## src/rtl/fqd_pkg.sv

```systemverilog
`timescale 1ns / 1ps
// ----------------------------------------------------------------------------
// fqd_pkg: shared types and constants
// Sizes, request and status codes, and the control bundle that the queue
// controller broadcasts to every storage cell.
// ----------------------------------------------------------------------------
package fqd_pkg;

	// Queue depth and word size.
	localparam int DEPTH      = 16;
	localparam int ITEM_WIDTH = 32;
	localparam int CNT_W      = $clog2(DEPTH + 1);

	// Full level in the width of the counter.
	localparam logic [CNT_W-1:0] DEPTH_CNT = CNT_W'(DEPTH);

	// Request kinds.
	typedef enum logic [1:0] {
		MODE_ENQ = 2'd0,
		MODE_DEQ = 2'd1,
		MODE_DEL = 2'd2,
		MODE_NOP = 2'd3
	} mode_t;

	// Result status codes.
	typedef enum logic [1:0] {
		ST_OK   = 2'd0,
		ST_MISS = 2'd1,
		ST_FULL = 2'd2,
		ST_RSVD = 2'd3
	} status_t;

	// Per-cycle command seen by every cell.
	typedef struct packed {
		logic                  enq;
		logic                  deq;
		logic                  del;
		logic [ITEM_WIDTH-1:0] item;
	} cell_ctl_t;

endpackage

```

## src/rtl/fifo_queue_with_delete.sv

```systemverilog
`timescale 1ns / 1ps
// ----------------------------------------------------------------------------
// fifo_queue_with_delete: bounded queue with removal by value
// A row of slot cells, head in cell 0, that shift toward the head to close
// gaps.
// ----------------------------------------------------------------------------
//  channel  | handshake             | payload
//  ---------+-----------------------+---------------------------------------
//  request  | in_valid / in_ready   | mode, item_value
//  result   | out_valid / out_ready | status, item_out, is_empty, occupancy
//
// One request per cycle while results are taken: a request goes into the cell
// row in its accept cycle; the output register holds its result next cycle.
// The delete match is one compare per cell plus a ripple along the row.
// Reset empties the queue and the output register; no clearing pass.
// in_ready is high while the output register is empty or being taken, so a
// stalled result holds back only the next request.
// ----------------------------------------------------------------------------
module fifo_queue_with_delete
	import fqd_pkg::*;
(
	input  logic                  clk,
	input  logic                  arst_n,
	input  logic                  in_valid,
	output logic                  in_ready,
	input  logic [1:0]            mode,
	input  logic [ITEM_WIDTH-1:0] item_value,
	output logic                  out_valid,
	input  logic                  out_ready,
	output logic [1:0]            status,
	output logic [ITEM_WIDTH-1:0] item_out,
	output logic                  is_empty,
	output logic [CNT_W-1:0]      occupancy
);

	logic                  out_valid_q;
	status_t               status_q;
	logic [ITEM_WIDTH-1:0] item_out_q;
	logic                  is_empty_q;
	logic [CNT_W-1:0]      count_q;

	logic                  accept;
	mode_t                 req_mode;
	logic                  full;
	logic                  empty;
	cell_ctl_t             ctl;
	status_t               status_d;
	logic [CNT_W-1:0]      count_d;
	logic [ITEM_WIDTH-1:0] item_out_d;

	logic                  occ_chain   [DEPTH+2];
	logic                  found_chain [DEPTH+1];
	logic [ITEM_WIDTH-1:0] data_chain  [DEPTH+1];

	// Request handshake.
	assign in_ready = ~out_valid_q | out_ready;
	assign accept   = in_valid & in_ready;
	assign req_mode = mode_t'(mode);
	assign full     = (count_q == DEPTH_CNT);
	assign empty    = (count_q == '0);

	// Command broadcast to the cells.
	always_comb begin
		ctl.enq  = accept && (req_mode == MODE_ENQ) && !full;
		ctl.deq  = accept && (req_mode == MODE_DEQ) && !empty;
		ctl.del  = accept && (req_mode == MODE_DEL);
		ctl.item = item_value;
	end

	// Row ends: the slot ahead of the head counts as occupied, and an empty
	// slot holding a zero word lies behind the last one.
	assign occ_chain[0]         = 1'b1;
	assign occ_chain[DEPTH + 1] = 1'b0;
	assign found_chain[0]       = 1'b0;
	assign data_chain[DEPTH]    = '0;

	// Cell row. Cell i shows its occupied flag on index i+1 of the occupied
	// chain and its word on index i of the data chain.
	for (genvar i = 0; i < DEPTH; i++) begin : g_cell
		fqd_cell u_cell (
			.clk       (clk),
			.arst_n    (arst_n),
			.ctl       (ctl),
			.prev_occ  (occ_chain[i]),
			.found_in  (found_chain[i]),
			.next_occ  (occ_chain[i + 2]),
			.next_data (data_chain[i + 1]),
			.found_out (found_chain[i + 1]),
			.occ       (occ_chain[i + 1]),
			.data      (data_chain[i])
		);
	end

	// Result and new count for the accepted request.
	always_comb begin
		status_d   = ST_MISS;
		count_d    = count_q;
		item_out_d = '0;
		unique case (req_mode)
			MODE_ENQ: begin
				if (full) begin
					status_d = ST_FULL;
				end else begin
					status_d = ST_OK;
					count_d  = count_q + CNT_W'(1);
				end
			end
			MODE_DEQ: begin
				if (!empty) begin
					status_d   = ST_OK;
					count_d    = count_q - CNT_W'(1);
					item_out_d = data_chain[0];
				end
			end
			MODE_DEL: begin
				if (found_chain[DEPTH]) begin
					status_d = ST_OK;
					count_d  = count_q - CNT_W'(1);
				end
			end
			default: begin
				status_d = ST_MISS;
			end
		endcase
	end

	// Occupancy counter.
	always_ff @(posedge clk or negedge arst_n) begin
		if (!arst_n) begin
			count_q <= '0;
		end else if (accept) begin
			count_q <= count_d;
		end
	end

	// Output valid flag.
	always_ff @(posedge clk or negedge arst_n) begin
		if (!arst_n) begin
			out_valid_q <= 1'b0;
		end else if (accept) begin
			out_valid_q <= 1'b1;
		end else if (out_ready) begin
			out_valid_q <= 1'b0;
		end
	end

	// Output payload register.
	always_ff @(posedge clk) begin
		if (accept) begin
			status_q   <= status_d;
			item_out_q <= item_out_d;
			is_empty_q <= (count_d == '0);
		end
	end

	assign out_valid = out_valid_q;
	assign status    = status_q;
	assign item_out  = item_out_q;
	assign is_empty  = is_empty_q;
	assign occupancy = count_q;

endmodule

```

## src/rtl/fqd_cell.sv

```systemverilog
`timescale 1ns / 1ps
// ----------------------------------------------------------------------------
// fqd_cell: one queue slot
// Holds one entry and its occupied flag. Takes the entry of its younger
// neighbor on a dequeue or on a delete at or ahead of it, and loads the new
// item when it is the first free slot on an enqueue.
// ----------------------------------------------------------------------------
module fqd_cell
	import fqd_pkg::*;
(
	input  logic                  clk,
	input  logic                  arst_n,
	input  cell_ctl_t             ctl,
	input  logic                  prev_occ,
	input  logic                  found_in,
	input  logic                  next_occ,
	input  logic [ITEM_WIDTH-1:0] next_data,
	output logic                  found_out,
	output logic                  occ,
	output logic [ITEM_WIDTH-1:0] data
);

	logic                  occ_q;
	logic [ITEM_WIDTH-1:0] data_q;
	logic                  hit;
	logic                  tail;
	logic                  shift;

	// Match and tail detection from local state and the neighbors.
	assign hit       = occ_q && (data_q == ctl.item);
	assign found_out = found_in | hit;
	assign tail      = prev_occ & ~occ_q;
	assign shift     = ctl.deq | (ctl.del & found_out);

	// Occupied flag.
	always_ff @(posedge clk or negedge arst_n) begin
		if (!arst_n) begin
			occ_q <= 1'b0;
		end else if (shift) begin
			occ_q <= next_occ;
		end else if (ctl.enq && tail) begin
			occ_q <= 1'b1;
		end
	end

	// Entry word; meaningful only while occupied.
	always_ff @(posedge clk) begin
		if (shift) begin
			data_q <= next_data;
		end else if (ctl.enq && tail) begin
			data_q <= ctl.item;
		end
	end

	assign occ  = occ_q;
	assign data = data_q;

endmodule

```

## config.mk

```make
export PLATFORM = sky130hd
export DESIGN_NAME = fifo_queue_with_delete
export DESIGN_NICKNAME = d
export VERILOG_FILES = /design/src/rtl/fqd_pkg.sv /design/src/rtl/fifo_queue_with_delete.sv /design/src/rtl/fqd_cell.sv
export SDC_FILE = /design/constraint.sdc
export NUM_CORES = 1
export LEC_CHECK = 0
export BUFFER_PORTS_ARGS = -buffer_cell sky130_fd_sc_hd__clkbuf_2
export CAP_MARGIN = 20
export CORE_MARGIN = 3
export CORE_UTILIZATION = 53
export DETAILED_ROUTE_END_ITERATION = 12
export GPL_TIMING_DRIVEN = 0
export PLACE_DENSITY = 0.71
export REMOVE_ABC_BUFFERS = 1
export SYNTH_ARGS = -nofsm -noshare
export SYNTH_HDL_FRONTEND = slang
export SYNTH_SLANG_ARGS = --single-unit
```

## constraint.sdc

```tcl
create_clock -name clk -period 6 [get_ports clk]
set_input_delay 1.2 -clock clk [delete_from_list [all_inputs] [get_ports clk]]
set_output_delay 1.2 -clock clk [all_outputs]
set_load 0.02 [all_outputs]
```

==> out/qor.yml <==
status: "completed"
start_util_pct: 54.1
postSynthCellCount: 2268
synth_top_area_share_pct: 50.2
synth_seq_cells: 569
hpwl_mm: 52.8
wl_met1_mm: 31.9
ys_top_cells_by_area: "edfxtp_1, mux2_2, xnor2_1"
routedWlPerCell_um: 25.5
overflow: 0
fmax_ghz: 0.193
vias: 18200
grt_max_degree: 41
rsz0062_at_grt: "false"
wl_met3_mm: 4.76
hp-class: "register to register"
synthAdderAreaFrac_pct: 0.0813
coreArea_um2: 56900
end_kind: "register"
row_count: 87
synth_ff_type: "edfxtp_1"
grt_pass1_vias: 18700
wl_mm: 78.1
routed_via_density: 5.95
clock_path_buffers: 3
area_delta_synth_final_pct: 10.2
synth_simple_gate_area_share_pct: 6.72
utilization_pct: 59.6
cts-hold-fix-buffers: 0
worst_hold_slack_ps: 485
clk_transition_reported_paths_ps: 60
cts_buffers: 58
cap_violations: 0
globalRouteTotalUtil_pct: 25.5
power.density_nw_per_um2: 308
ant_nets: 0
drcViolationCount: 0
synth_common_cells: "edfxtp_1, mux2_2, xnor2_1"
synth_area_per_cell_um2: 13.6
clkLatencyLatePin_ps: 630
yosys.area.top_type: "edfxtp_1"
cts_tree: "done"
finalSetupTns_ps: 0
synth-xor-area-share_pct: 14.6
synth.most_common_cell: "edfxtp_1"
routed.top_layer: "met5"
finalSetupViolCount: 0
wl_met2_mm: 39.1
drive_gt1_share_pct: 31.1
worst_clock_skew_ps: 21.7
antenna_found_initial: 2
postCtsSetupRepairBufs: 0
die_height_um: 247
p_leak_nw: 11.4
port_buffers: 79
fin_cells: 3061
hold_viol: 0
slew_violations: 0
synth_top_family_by_area: "multiplexers"
worstMarginPinSlew_ps: 1170
ir_drop_mv: 0.257
initialDrtViolationCount: 1521
grt_pass1_wl_mm: 117
dieWidth_um: 247
muxShareOfSynthArea_pct: 17.8
synth-seq-area-share_pct: 54.1
min_period_over_period_pct: 86.4
place_congestion: 0.853
nNetsFinal: 2295
cp-start-kind: "input pin"
first_pass_iters: 5
die-area_um2: 61000
arrival_ps: 5410
dp_cells: 2940
multi_input_comb_area_um2: 13000
criticalPathCategory: "input pin to register"
cts_root_buffer: "clkbuf_16"
slew_headroom_pct: 21.8
cts_resized: 0
syn-cell-area_um2: 30800
ys_async_sr_fraction_pct: 3.87
path_max_fanout: 34
htree_levels: 2
ys_types: 63
synth_edf_count: 515
cp.required_ps: 6230
synth-compound-area-share_pct: 2.15
seq_area_um2: 16700
period_needed_ps: 5190
fillers: 4325
ioPinCount: 80
cts.sinks: 569
ys_warn_count: 0
sequential cells by signal (all words and copies together), names as in the netlist:
signal,count
g_cell.u_cell.occ,16
status,2
is_empty,1
occupancy,5
g_cell.u_cell.data,512
out_valid,1
item_out,32
cells in the final DEF (no fill, tap or decap), types with 4 or more instances in the layout:
cell	Yosys	layout
nand2b_1	13	13
buf_16	0	19
or3_1	7	7
mux2_2	451	451
mux2_4	18	18
nor2_1	20	17
nand3_1	31	31
nor3_1	22	21
clkinv_1	0	11
nand2_1	99	99
nor4_1	64	64
dfrtp_1	22	22
nand4_1	75	75
xnor2_1	284	284
mux2_1	11	11
a2bb2oi_1	4	4
clkbuf_16	0	59
and2_1	33	33
xor2_1	230	230
bufinv_16	0	8
a21oi_1	48	45
a31o_2	4	4
edfxtp_1	515	515
inv_1	13	13
clkbuf_2	0	79
a21oi_4	0	4
buf_12	1	17
clkinv_2	0	11
clkbuf_1	45	12
o21ai_0	18	14
o21ai_4	0	11
buf_4	23	7
and3_1	5	5
dfxtp_1	32	32
routing by layer:
metal | up-vias | GRT usage, %
li1 | 8198 | -
met1 | 9221 | 33.1
met2 | 651 | 43.7
met3 | 137 | 3.57
met4 | 2 | 9.43
met5 | - | 0
worst max-delay path: stages:
cell and delay (ps):
clkbuf_2 810, xnor2_1 300, nand4_1 190, nor4_1 90, nand4_1 280, nand4_4 310
nor4_2 690, a21oi_1 210, nor2_4 800, o21ai_4 500
cell type report:
type / count / share of cell area, %
Timing Repair Buffer: 124 / 3.94
Inverter: 14 / 0.155
Sequential cell: 569 / 49.1
Tap cell: 756 / 2.79
Clock inverter: 35 / 1.16
Antenna cell: 1 / 0.00737
Multi-Input combinational cell: 1488 / 38.3
Clock buffer: 74 / 4.61
through the flow:
stage          power (mW)  cell area (µm²)  setup WS [ps]
2_1_floorplan        6.08            29500           -340
3_3_place_gp         6.63            30800          -3710
3_5_place_dp         6.75            31700            222
4_1_cts              10.5            33600            858
5_1_grt              10.8            33900            535
6_report             10.4            33900            813
logic make-up (layout without fill, tap and decap cells):
family / Yosys count / after routing
adders and majority gates: 2 / 2
xor gates and xnor gates: 514 / 514
DFF: 569 / 569
AOI/OAI and AO/OA: 106 / 106
buffers and inverters: 211 / 247
other: 0 / 1
and+or+nand+nor: 384 / 384
muxes: 482 / 482
path summary, 6_finish.rpt:
| kind | cells after the start | start | slack, ps | end |
|---|---|---|---|---|
| max | 10 | item_value[26] | 810 | g_cell[11].u_cell.data[22] |
| max reg2reg | 7 | out_valid | 1560 | g_cell[9].u_cell.data[26] |
| min in group asynchronous | 1 | arst_n | 650 | occupancy[1] |
| min | 2 | g_cell[15].u_cell.data[20] | 480 | g_cell[15].u_cell.data[20] |
| max in group asynchronous | 1 | arst_n | 4840 | g_cell[6].u_cell.occ |
| min reg2reg | 2 | g_cell[15].u_cell.data[20] | 480 | g_cell[15].u_cell.data[20] |
power by group:
part / internal (mW) / switching [mW]
clock network: 2.18 / 1.55
logic: 0.736 / 0.897
registers: 4.77 / 0.306
total: 7.69 / 2.76
No activity file was read; power rests on OpenSTA's default activity.
